==> src/rtl/rmth_pkg.sv <==
package rmth_pkg;

   localparam int unsigned HEAP_DEPTH_DEF  = 1024;
   localparam int unsigned VALUE_WIDTH_DEF = 32;
   localparam int unsigned IN_VALUE_W      = 32;
   localparam int unsigned OUT_MEDIAN_W    = 32;
   localparam int unsigned OUT_COUNT_W     = 12;

   typedef struct packed {
      logic [IN_VALUE_W-1:0] value;
      logic                  restart;
   } req_type;

   typedef struct packed {
      logic [OUT_MEDIAN_W-1:0] median;
      logic [OUT_COUNT_W-1:0]  count;
      logic                    full_res;
   } rsp_type;

   // heap operation codes
   typedef enum logic [1:0] {
      OP_NONE  = 2'd0,
      OP_PUSH  = 2'd1,
      OP_POP   = 2'd2
   } heap_op_type;

   // controller to datapath
   typedef struct packed {
      logic        go;
      heap_op_type op;
      logic        sel_upper;
      logic        push_src_pop;
      logic        clear;
      logic        set_median;
   } dp_cmd_type;

   // datapath to controller
   typedef struct packed {
      logic done;
      logic empty;
      logic above_median;
      logic lower_gt_upper;
      logic upper_gt_lower;
      logic lower_full;
      logic upper_full;
   } dp_sts_type;

endpackage

==> src/rtl/rmth_ctrl.sv <==
module rmth_ctrl (
   input  logic                 clock,
   input  logic                 reset,
   input  logic                 start,
   input  logic                 restart,
   input  rmth_pkg::dp_sts_type sts,
   output logic                 busy,
   output logic                 load,
   output rmth_pkg::dp_cmd_type cmd,
   output logic                 rsp_valid,
   output logic                 full_flag
);
   import rmth_pkg::*;

   typedef enum logic [2:0] {
      S_IDLE, S_DECIDE, S_WAIT1, S_PUSH2, S_WAIT2, S_MED, S_OUT
   } state_type;

   state_type state_ff;
   logic      second_ff;   // second push pending after move
   logic      tgt_up_ff;   // heap for the new value
   logic      restart_ff;

   always_comb begin
      load = start && !busy;
      cmd  = '0;
      cmd.op = OP_NONE;
      cmd.clear = load && restart;
      case (state_ff)
         S_DECIDE: begin
            cmd.go = 1'b1;
            if (sts.empty) begin
               cmd.op = OP_PUSH; cmd.sel_upper = 1'b0;
            end else if (sts.above_median) begin
               if (sts.upper_gt_lower) begin
                  cmd.op = OP_POP; cmd.sel_upper = 1'b1;
               end else if (sts.upper_full) cmd.go = 1'b0;
               else begin
                  cmd.op = OP_PUSH; cmd.sel_upper = 1'b1;
               end
            end else begin
               if (sts.lower_gt_upper) begin
                  cmd.op = OP_POP; cmd.sel_upper = 1'b0;
               end else if (sts.lower_full) cmd.go = 1'b0;
               else begin
                  cmd.op = OP_PUSH; cmd.sel_upper = 1'b0;
               end
            end
         end
         S_PUSH2: begin
            cmd.go = 1'b1; cmd.op = OP_PUSH;
            cmd.sel_upper = second_ff ? !tgt_up_ff : tgt_up_ff;
            cmd.push_src_pop = second_ff;
         end
         S_MED: cmd.set_median = 1'b1;
         default: ;
      endcase
   end

   always_ff @(posedge clock) begin
      if (reset) begin
         state_ff  <= S_IDLE;
         busy      <= 1'b0;
         rsp_valid <= 1'b0;
         full_flag <= 1'b0;
         second_ff <= 1'b0;
      end else begin
         rsp_valid <= 1'b0;
         case (state_ff)
            S_IDLE: if (load) begin
               busy     <= 1'b1;
               state_ff <= S_DECIDE;
            end
            S_DECIDE: begin
               full_flag <= !cmd.go;
               tgt_up_ff <= !sts.empty && sts.above_median;
               second_ff <= cmd.op == OP_POP;
               state_ff  <= cmd.go ? S_WAIT1 : S_OUT;
            end
            S_WAIT1: if (sts.done) state_ff <= second_ff ? S_PUSH2 : S_MED;
            S_PUSH2: state_ff <= S_WAIT2;
            S_WAIT2: if (sts.done) begin
               if (second_ff) begin
                  second_ff <= 1'b0;
                  state_ff  <= S_PUSH2;
               end else state_ff <= S_MED;
            end
            S_MED: state_ff <= S_OUT;
            S_OUT: begin
               rsp_valid <= 1'b1;
               busy      <= 1'b0;
               state_ff  <= S_IDLE;
            end
            default: state_ff <= S_IDLE;
         endcase
      end
   end

endmodule

==> config.mk <==
export PLATFORM = sky130hd
export DESIGN_NAME = rmth_ctrl
export DESIGN_NICKNAME = d
export VERILOG_FILES = /design/src/rtl/rmth_pkg.sv /design/src/rtl/rmth_ctrl.sv
export SDC_FILE = /design/constraint.sdc
export NUM_CORES = 1
export LEC_CHECK = 0
export BUFFER_PORTS_ARGS = -buffer_cell sky130_fd_sc_hd__buf_2
export CORE_MARGIN = 2
export CORE_UTILIZATION = 25
export DETAILED_ROUTE_END_ITERATION = 16
export GPL_ROUTABILITY_DRIVEN = 0
export PLACE_DENSITY = 0.59
export RECOVER_POWER = 50
export SYNTH_ARGS = -nofsm -noshare
export SYNTH_HDL_FRONTEND = slang
export SYNTH_SLANG_ARGS = --single-unit
export TNS_END_PERCENT = 20
==> constraint.sdc <==
create_clock -name clock -period 1.3 [get_ports clock]
set_input_delay 0.195 -clock clock [delete_from_list [all_inputs] [get_ports clock]]
set_output_delay 0.195 -clock clock [all_outputs]
set_load 0.05 [all_outputs]
After elaboration in Yosys (flattened, before gate mapping)
Cells that the tools add are included.

Register bits: 8. Bits of input ports: 11. Output and inout port bits: 11. Logic and storage cells: 57.

Equality and inequality tests: 10. Multiplexer cells: 25. Bitwise operators: 1. Reductions and logical operators: 15.

Operators with widths (count): $mux W3 (7); $pmux W3 S5 (1); $mux W1 (11); $eq A3 B3 Y1 const B (3); $pmux W4 S2 (1); $reduce_and A2 Y1 (4); $eq A3 B2 Y1 const B (2); $logic_not A1 Y1 (4); $mux W2 (2); $mux W4 (1); $ne A2 B2 Y1 const B (2); $pmux W1 S2 (2); $reduce_bool A2 Y1 (2); $eq A3 B1 Y1 const B (1); $logic_and A1 B1 Y1 (3); $logic_not A3 Y1 (1); $eq A2 B2 Y1 const B (1); $ne A2 B1 Y1 const B (1); $reduce_or A2 Y1 (1); $not A1 Y1 (1).

Depth between registers and ports, before layout
Gate-level depths: netlist (run 1).

Depth after elaboration: 7. Gate-level depth with buffers: 4.

Worst setup path before layout (run 1)
Ideal clock, no wire load.

Path type: register -> output. Start point: register busy. End point: output port cmd[1] in the netlist's numbering. Arrival time: 1.855 ns. Slack: -0.750 ns. Stages on the path, launching flop included: 3. Path buffers: 0. Cell sequence: dfxtp_1 nor2b_1 and2_1.

RTL lines: start, declared (line rmth_ctrl.sv:7) `output logic busy,`; start signal, assigned (line rmth_ctrl.sv:63) `busy <= 1'b0;`; start signal, assigned (line rmth_ctrl.sv:71) `busy <= 1'b1;`; start signal, assigned (line rmth_ctrl.sv:91) `busy <= 1'b0;`; end, declared (line rmth_ctrl.sv:9) `output rmth_pkg::dp_cmd_type cmd,`.

==> flow_metrics.tcl, run 1 <==
set metrics [dict create \
    setup_viol 7 \
    synth_most_common_cell "dfxtp_1" \
    p_total_uw 837 \
    yosys_warnings 0 \
    grt.total_usage_pct 11.3 \
    grt_pass1_vias 510 \
    clkSlewWorstSetupHoldPaths_ns 0.06 \
    leakagePower_uw 0.000340 \
    wl_um 1350 \
    cp-end-kind "output pin" \
    initial_core_util_pct 25.7 \
    post_drt_wl_per_cell_um 10.7 \
    grt-ovfl-total 0 \
    synth-seq-cells 8 \
    synth_ff_type "dfxtp_1" \
    core-area_mm2 0.00215 \
    drive_above_1_share_pct 46.9 \
    cts_buffers 3 \
    htree_levels 1 \
    die_w_um 51.0 \
    irDropWorstVdd_uv 344 \
    fp.dieArea_mm2 0.00260 \
    worst_slack_ns -0.336 \
    grt_max_degree 16 \
    ant_nets 0 \
    required_ns 1.11 \
    dr.pass1.iters 4 \
    yosysUniqueCellTypes 34 \
    syn_area_um2 552 \
    die_h_um 51.0 \
    hold_slack_ns 0.220 \
    insertion_delay_ns 0.26 \
    slew_violations 0 \
    rsz0062_at_grt "yes" \
    cts_sinks 8 \
    io_pins 22 \
    whs_endpoint "state_ff[0]" \
    cp-start-kind "register" \
    p_per_area_mw_per_mm2 1000 \
    min_path_type "primary input to register" \
    synth_edf_count 1 \
    synth_top_area_cell "dfxtp_1" \
    synth-async-reset-ratio_pct 0 \
    syn-num-nets 80 \
    clock_path_buffers 2 \
    postCtsSetupRepairBufs 0 \
    r2r_slack_ns -0.07 \
    hold-path-cell-count 2 \
    yosys-top-cells-count "dfxtp_1, nor2_1, a21oi_1, nand2_1" \
    tightest_slew_ns 0.329 \
    avgSynthCellArea_um2 8.00 \
    grt_pass1_wl_um 2180 \
    cp_max_fo 2 \
    relSlewSlack_pct 78.1 \
    status "complete, but fails checks" \
    hold_viol 0 \
    clockPowerShare_pct 25.8 \
    std_cell_rows 17 \
    failed_checks "negative setup slack" \
    r2r-end "state_ff[2]" \
    arrival_ns 1.44 \
    p_int_uw 522 \
    period_needed_ns 1.64 \
    synth_top_cell_area_share_pct 25.4 \
    crit_type "register to output pin" \
    ys_seq_area_share_pct 30.8 \
    finalCritPeriodShare_pct 126 \
    syn_inst 69 \
    nNetsFinal 110 \
    dpl_worst_slack_ns -0.161 \
    wl_met3_um 66 \
    worstRegToRegCells 4 \
    dp_hpwl_um 1030 \
    skew_ns 0.00393 \
    fmax_ghz 0.611 \
    hp-start "reset" \
    drc 0 \
    wl_met1_um 611 \
    area_delta_synth_final_pct 51.0 \
    seq_power_share_pct 34.3 \
    cts_tree "built" \
    clockRootBuffer "clkbuf_4" \
    ys_top_cells_by_area "dfxtp_1, edfxtp_1, a21oi_1" \
    vias 581 \
    r2r_start "state_ff[1]" \
    port_buffers 21 \
    antenna_found_initial 0 \
    comb_power_share_pct 39.9 \
    wl_met2_um 656 \
    cap_viol_max_count 0 \
    switchingPower_uw 315 \
    swShare_pct 37.6 \
    finalSetupTns_ns -1.60 \
    vias_per_cell 4.61 \
    diodes 0 \
    routed.top_layer "met4" \
    drt_iter0_drc 4 \
]
state kept, by name, summed over array words and instances (netlist names):
register / cells
state_ff: 3
busy: 1
full_flag: 1
rsp_valid: 1
second_ff: 1
tgt_up_ff: 1
what timing repair did:
action	CTS	global route
hold buffers	0	0
setup endpoints to repair	7	8
resized for setup	19	1
endpoints found under the hold margin	0	0
metrics by stage:
step	util (%)	instances	instance area, um2
after global routing	38.8	126	833
after global placement	35.1	122	753
after floorplan	-	69	574
final	38.8	126	833
after CTS	39.2	126	842
after detailed placement	35.1	122	753
layout make-up:
cell class	instances	area [um2]
flip-flops and latches	8	173
repair buffers	30	206
clock buffers	4	26.3
multi-input cells	53	378
fillers	237	1320
inverters	3	15.0
well taps	28	35.0
power by group through the flow:
stage	Combinational [uW]	Clock, uW	Sequential, uW
after floorplan	206	0	313
after global placement	312	0	288
after detailed placement	316	0	290
after CTS	343	218	288
after global routing	361	228	289
final	334	216	287
critical path, cell delays in order (launching register included):
cell,delay (ns)
dfxtp_2,0.32
nand2b_4,0.13
or4_4,0.50
clkinvlp_4,0.10
buf_8,0.14
metal layers:
metal	global-route usage, %	vias up
met3	3.51	2
li1	-	306
met1	12.9	261
met2	18.4	12
met4	6.76	0
met5	0	-
worst max path at each step:
stage | from | endpoint | slack (ns) | cells after the start
3_3_place_gp | state_ff[2] | cmd[5] | -0.14 | 4
2_1_floorplan | state_ff[2] | cmd[5] | -0.16 | 4
6_report | state_ff[2] | cmd[5] | -0.34 | 4
4_1_cts | state_ff[2] | cmd[5] | -0.33 | 4
5_1_grt | state_ff[2] | cmd[5] | -0.37 | 4
3_5_place_dp | state_ff[2] | cmd[5] | -0.16 | 4
logic make-up after synthesis:
| kind of cell | Yosys count | synth area share, % |
|---|---|---|
| mux | 1 | 1.81 |
| xor+xnor | 1 | 1.59 |
| compound gates | 20 | 26.1 |
| simple gates | 31 | 32.4 |
| buf+inv | 8 | 7.26 |
| flops | 8 | 30.8 |
layout by cell type, fill, tap and decap left out, types with 2 or more instances in the layout:
master    Yosys  final
a21oi_1       5      3
a21oi_2       0      2
buf_2         2     12
buf_4         0      9
buf_6         1      4
clkbuf_1      2      2
clkbuf_2      0      3
clkbuf_4      0      3
dfxtp_1       7      5
dfxtp_2       0      2
inv_1         3      2
nand2_1       5      5
nand2b_1      3      2
nand3b_1      2      2
nor2_1        6      4
nor3_1        3      3
nor3b_1       2      2
o21a_1        2      2
o21ai_0       3      3
Note: power is estimated with default switching activity, not from simulation.
==> inputs of run 2 (changes only) <==
==> constraint.sdc (replaced) <==
create_clock -name clock -period 1.3 [get_ports clock]
set_input_delay 0.26 -clock clock [delete_from_list [all_inputs] [get_ports clock]]
set_output_delay 0.26 -clock clock [all_outputs]
set_load 0.05 [all_outputs]
==> run 2 against run 1 <==
The run still ends with negative setup slack left. Clock power decreased by 2%. First-iteration DRC count rose by 75%. Sequential share of layout area fell by 0.28 points. Setup slack lost 0.066 ns. Die area stayed put. Clock skew rose by 0.0067 ns. Sequential power is essentially flat. Non-clock buffer count increased by 2. Critical path depth stayed put. Clock-buffer cell count is the same. Routed wire length increased by 8.1%. Global-route usage up 1.6 points.
==> flow_metrics.tcl, run 2 (synthesized netlist as in run 1, its figures left out) <==
set metrics [dict create \
    vias 601 \
    relSlewSlack_pct 75.8 \
    grt-ovfl-total 0 \
    min_path_type "primary input to register" \
    grt.total_usage_pct 12.9 \
    diodes 0 \
    fin_area_um2 851 \
    arrival_ns 1.44 \
    vias_per_cell 4.70 \
    hp-start "reset" \
    p_total_uw 841 \
    wl_met1_um 599 \
    fill_cells 223 \
    cp-start-kind "register" \
    cp-end-kind "output pin" \
    ant_nets 0 \
    period_needed_ns 1.70 \
    cts_hold_buffers 0 \
    dr.pass1.iters 4 \
    nNetsFinal 112 \
    finalSetupTns_ns -2.00 \
    cts_buffers 3 \
    htree_levels 1 \
    leakagePower_uw 0.000351 \
    die_w_um 51.0 \
    required_ns 1.04 \
    rsz0062_at_grt "yes" \
    wl_um 1460 \
    failed_checks "negative setup slack" \
    wl_met2_um 792 \
    worst_slack_ns -0.402 \
    grt_pass1_wl_um 2480 \
    dp_hpwl_um 1150 \
    cts_sinks 8 \
    port_buffers 21 \
    cts_tree "built" \
    clock_path_buffers 2 \
    area_delta_synth_final_pct 54.2 \
    clkSlewWorstSetupHoldPaths_ns 0.06 \
    placed_cells 124 \
    std_cell_rows 17 \
    top_register "state_ff" \
    r2r_start "state_ff[1]" \
    drt_iter0_drc 7 \
    die_h_um 51.0 \
    drive_above_1_share_pct 49.0 \
    slew_violations 0 \
    instances_no_fill 128 \
    dpl_worst_slack_ns -0.219 \
    routed.top_layer "met3" \
    postCtsSetupRepairBufs 0 \
    fp.dieArea_mm2 0.00260 \
    layout_common_cells "buf_2, buf_4, nand2_1, buf_6" \
    insertion_delay_ns 0.26 \
    tightest_slew_ns 0.360 \
    setup_viol 7 \
    layout_commonest_cell "buf_2" \
    largest_reg_flops 3 \
    drc 0 \
    p_per_area_mw_per_mm2 988 \
    fmax_ghz 0.588 \
    finalCritPeriodShare_pct 131 \
    clockRootBuffer "clkbuf_4" \
    post_drt_wl_per_cell_um 11.4 \
    place_area_um2 768 \
    crit_start "state_ff[2]" \
    grt_pass1_vias 616 \
    cap_viol_max_count 0 \
    irDropWorstVdd_uv 303 \
    initial_core_util_pct 25.7 \
    io_pins 22 \
    status "complete, but fails checks" \
    skew_ns 0.0106 \
    cp_max_fo 2 \
    crit_type "register to output pin" \
    hold_viol 0 \
    wl_met3_um 70 \
    core-area_mm2 0.00215 \
    grt_max_degree 16 \
    antenna_found_initial 0 \
]
## run 2: cell types whose count changed in the layout (fill, tap and decap cells not counted)
cell	delta
dfxtp_2	+1
buf_2	+1
buf_6	+1
dfxtp_1	-1
## run 2: timing repair
item                                    CTS  global route
endpoints found under the setup margin    8             9
gates cloned                              0             0
gates resized for setup                  21             1
## run 2: cell type report
cell class	count	area (um2)	share of cell area, %
multi-input combinational	53	378	44.4
timing repair buffer	32	223	26.2
sequential	8	174	20.4
tap	28	35.0	4.12
clock buffer	4	26.3	3.09
inverter	3	15.0	1.76
## run 2: report_power, final
group	switching (uW)	internal (uW)
logic	204	136
clock network	93.8	118
registers	17.0	272
## run 2: worst paths after layout
check / to / slack (ns) / cells past startpoint
worst max-delay path: cmd[5] / -0.40 / 4
worst min-delay path: state_ff[0] / 0.27 / 2
worst max register to register: state_ff[2] / -0.09 / 4
worst min register to register: full_flag / 0.47 / 2
## run 2: critical path: stages, from the launching register on
cell and delay [ns]:
dfxtp_2 0.32, nand2b_4 0.13, or4_4 0.50, clkinvlp_4 0.10
buf_8 0.14
## run 2: per-layer routing
| layer | track usage, % | vias to the layer above |
|---|---|---|
| met5 | 0 | - |
| met4 | 6.76 | 0 |
| met3 | 4.09 | 0 |
| met2 | 23.4 | 12 |
| met1 | 13.1 | 281 |
| li1 | - | 308 |
## run 2: per-stage QoR
stage	hold WS (ns)	util (%)
4_1_cts	0.276	40.1
3_5_place_dp	0.468	35.8
2_1_floorplan	0.423	-
3_3_place_gp	0.466	35.8
6_report	0.273	39.6
5_1_grt	0.274	39.6
==> inputs of run 3 (changes only) <==
Settings changed: CORE_ASPECT_RATIO set to 0.9.
==> run 3 against run 2 <==
Combinational power rose by 5%. Critical path depth is the same. Via count grew 0.33%. Highest routed layer is now met4. Setup slack lost 0.0022 ns. Largest power group unchanged. The flow still finishes with violations (negative setup slack).
==> flow_metrics.tcl, run 3 (synthesized netlist as in run 1, its figures left out) <==
set metrics [dict create \
    cts_hold_buffers 0 \
    cp-end-kind "output pin" \
    worstRegToRegCells 3 \
    fin_area_um2 886 \
    grt_pass1_wl_um 2430 \
    cts_buffers 3 \
    crit_family "simple AND/OR/NAND/NOR gates" \
    grt-ovfl-total 0 \
    required_ns 1.04 \
    r2r_start "state_ff[0]" \
    fill_cells 223 \
    std_cell_rows 16 \
    hold_viol 0 \
    drive_above_1_share_pct 51.5 \
    port_buffers 21 \
    endpoint "cmd[5]" \
    multiInputGateArea_um2 394 \
    min_path_type "primary input to register" \
    htree_levels 1 \
    dp_hpwl_um 1070 \
    clockRootBuffer "clkbuf_4" \
    slew_violations 0 \
    arrival_ns 1.44 \
    ff_latch_area_um2 173 \
    p_per_area_mw_per_mm2 965 \
    fmax_ghz 0.587 \
    insertion_delay_ns 0.26 \
    dr.pass1.iters 4 \
    hp-start "reset" \
    crit_path_max_incr_delay_ns 0.50 \
    layout_common_cells "buf_2, buf_4, buf_6, dfxtp_1, nand2_1" \
    drt_iter0_drc 12 \
    nNetsFinal 113 \
    crit_cells 4 \
    swShare_pct 37.3 \
    placed_cells 124 \
    layout_commonest_cell "buf_2" \
    instances_no_fill 128 \
    switchingPower_uw 319 \
    irDropWorstVdd_uv 481 \
    diodes 0 \
    grt_max_degree 16 \
    wl_um 1420 \
    relSlewSlack_pct 79.2 \
    area_delta_synth_final_pct 60.5 \
    ant_nets 0 \
    place_area_um2 774 \
    vias_per_cell 4.71 \
    core-area_mm2 0.00214 \
    finalCritPeriodShare_pct 131 \
    initial_core_util_pct 25.8 \
    worst_slack_ns -0.404 \
    drc 0 \
    seq_power_share_pct 33.6 \
    grt.total_usage_pct 12.3 \
    crit_chain "nand2b_4 > or4_4 > clkinvlp_4 > buf_8" \
    clockPowerShare_pct 24.8 \
    tightest_slew_ns 0.309 \
    comb_power_share_pct 41.6 \
    setup_viol 7 \
    p_int_uw 536 \
    vias 603 \
    cts_tree "built" \
    leakagePower_uw 0.000360 \
    crit_start "state_ff[2]" \
    fp.dieArea_mm2 0.00260 \
    crit_type "register to output pin" \
    cp_max_fo 2 \
    cap_viol_max_count 0 \
    rsz0062_at_grt "yes" \
    largest_reg_flops 3 \
    antenna_found_initial 0 \
    status "complete, but fails checks" \
    skew_ns 0.00745 \
    clock_path_buffers 2 \
    top_register "state_ff" \
    postCtsSetupRepairBufs 0 \
    die_h_um 48.6 \
    clkSlewWorstSetupHoldPaths_ns 0.06 \
    cts_sinks 8 \
    crit_slowest_cell "or4_4" \
    r2r_slack_ns -0.03 \
    failed_checks "negative setup slack" \
    r2r-end "state_ff[2]" \
    worst-path-buf-inv 2 \
    period_needed_ns 1.70 \
    cp-start-kind "register" \
    grt_pass1_vias 581 \
    io_pins 22 \
    post_drt_wl_per_cell_um 11.1 \
    die_w_um 53.5 \
]
-- run 3: power groups by stage --
stage	clock, uW	combinational (uW)	sequential, uW
after CTS	221	363	287
after floorplan	0	206	313
final	212	356	287
after global routing	241	383	290
after global placement	0	320	288
after detailed placement	0	322	288
-- run 3: per-stage QoR --
step | hold WS (ns) | setup WS (ns) | utilization, % | power, uW | setup TNS (ns)
after floorplan | 0.423 | -0.221 | - | 518 | -1.07
after global placement | 0.466 | -0.219 | 36.2 | 608 | -0.679
after detailed placement | 0.480 | -0.222 | 36.2 | 610 | -0.787
after CTS | 0.283 | -0.401 | 41.4 | 871 | -1.31
after global routing | 0.284 | -0.458 | 41.4 | 915 | -1.97
final | 0.289 | -0.404 | 41.4 | 855 | -1.29
-- run 3: metal layers --
metal  track usage, %  wire length, um
met5                0                0
met4             3.85                9
met3             4.63               69
met2             19.1              717
met1             15.6              621
-- run 3: layout make-up --
class	count	area share (%)
Timing Repair Buffer	33	27.5
Tap cell	27	3.81
Clock buffer	4	2.97
Multi-Input combinational cell	53	44.5
Sequential cell	8	19.5
Inverter	3	1.69
-- run 3: what timing repair did --
| item | in CTS | in global routing |
|---|---|---|
| endpoints found under the setup margin | 8 | 9 |
| gates resized for setup | 25 | 2 |
| pin swaps | 1 | 0 |
-- run 3: how the worst min path moves through the flow --
| stage | slack (ns) | cells after the start | endpoint |
|---|---|---|---|
| 3_3_place_gp | 0.47 | 2 | full_flag |
| 5_1_grt | 0.28 | 2 | second_ff |
| 3_5_place_dp | 0.48 | 2 | full_flag |
| 2_1_floorplan | 0.42 | 2 | state_ff[0] |
| 6_report | 0.29 | 2 | state_ff[0] |
| 4_1_cts | 0.28 | 2 | state_ff[0] |
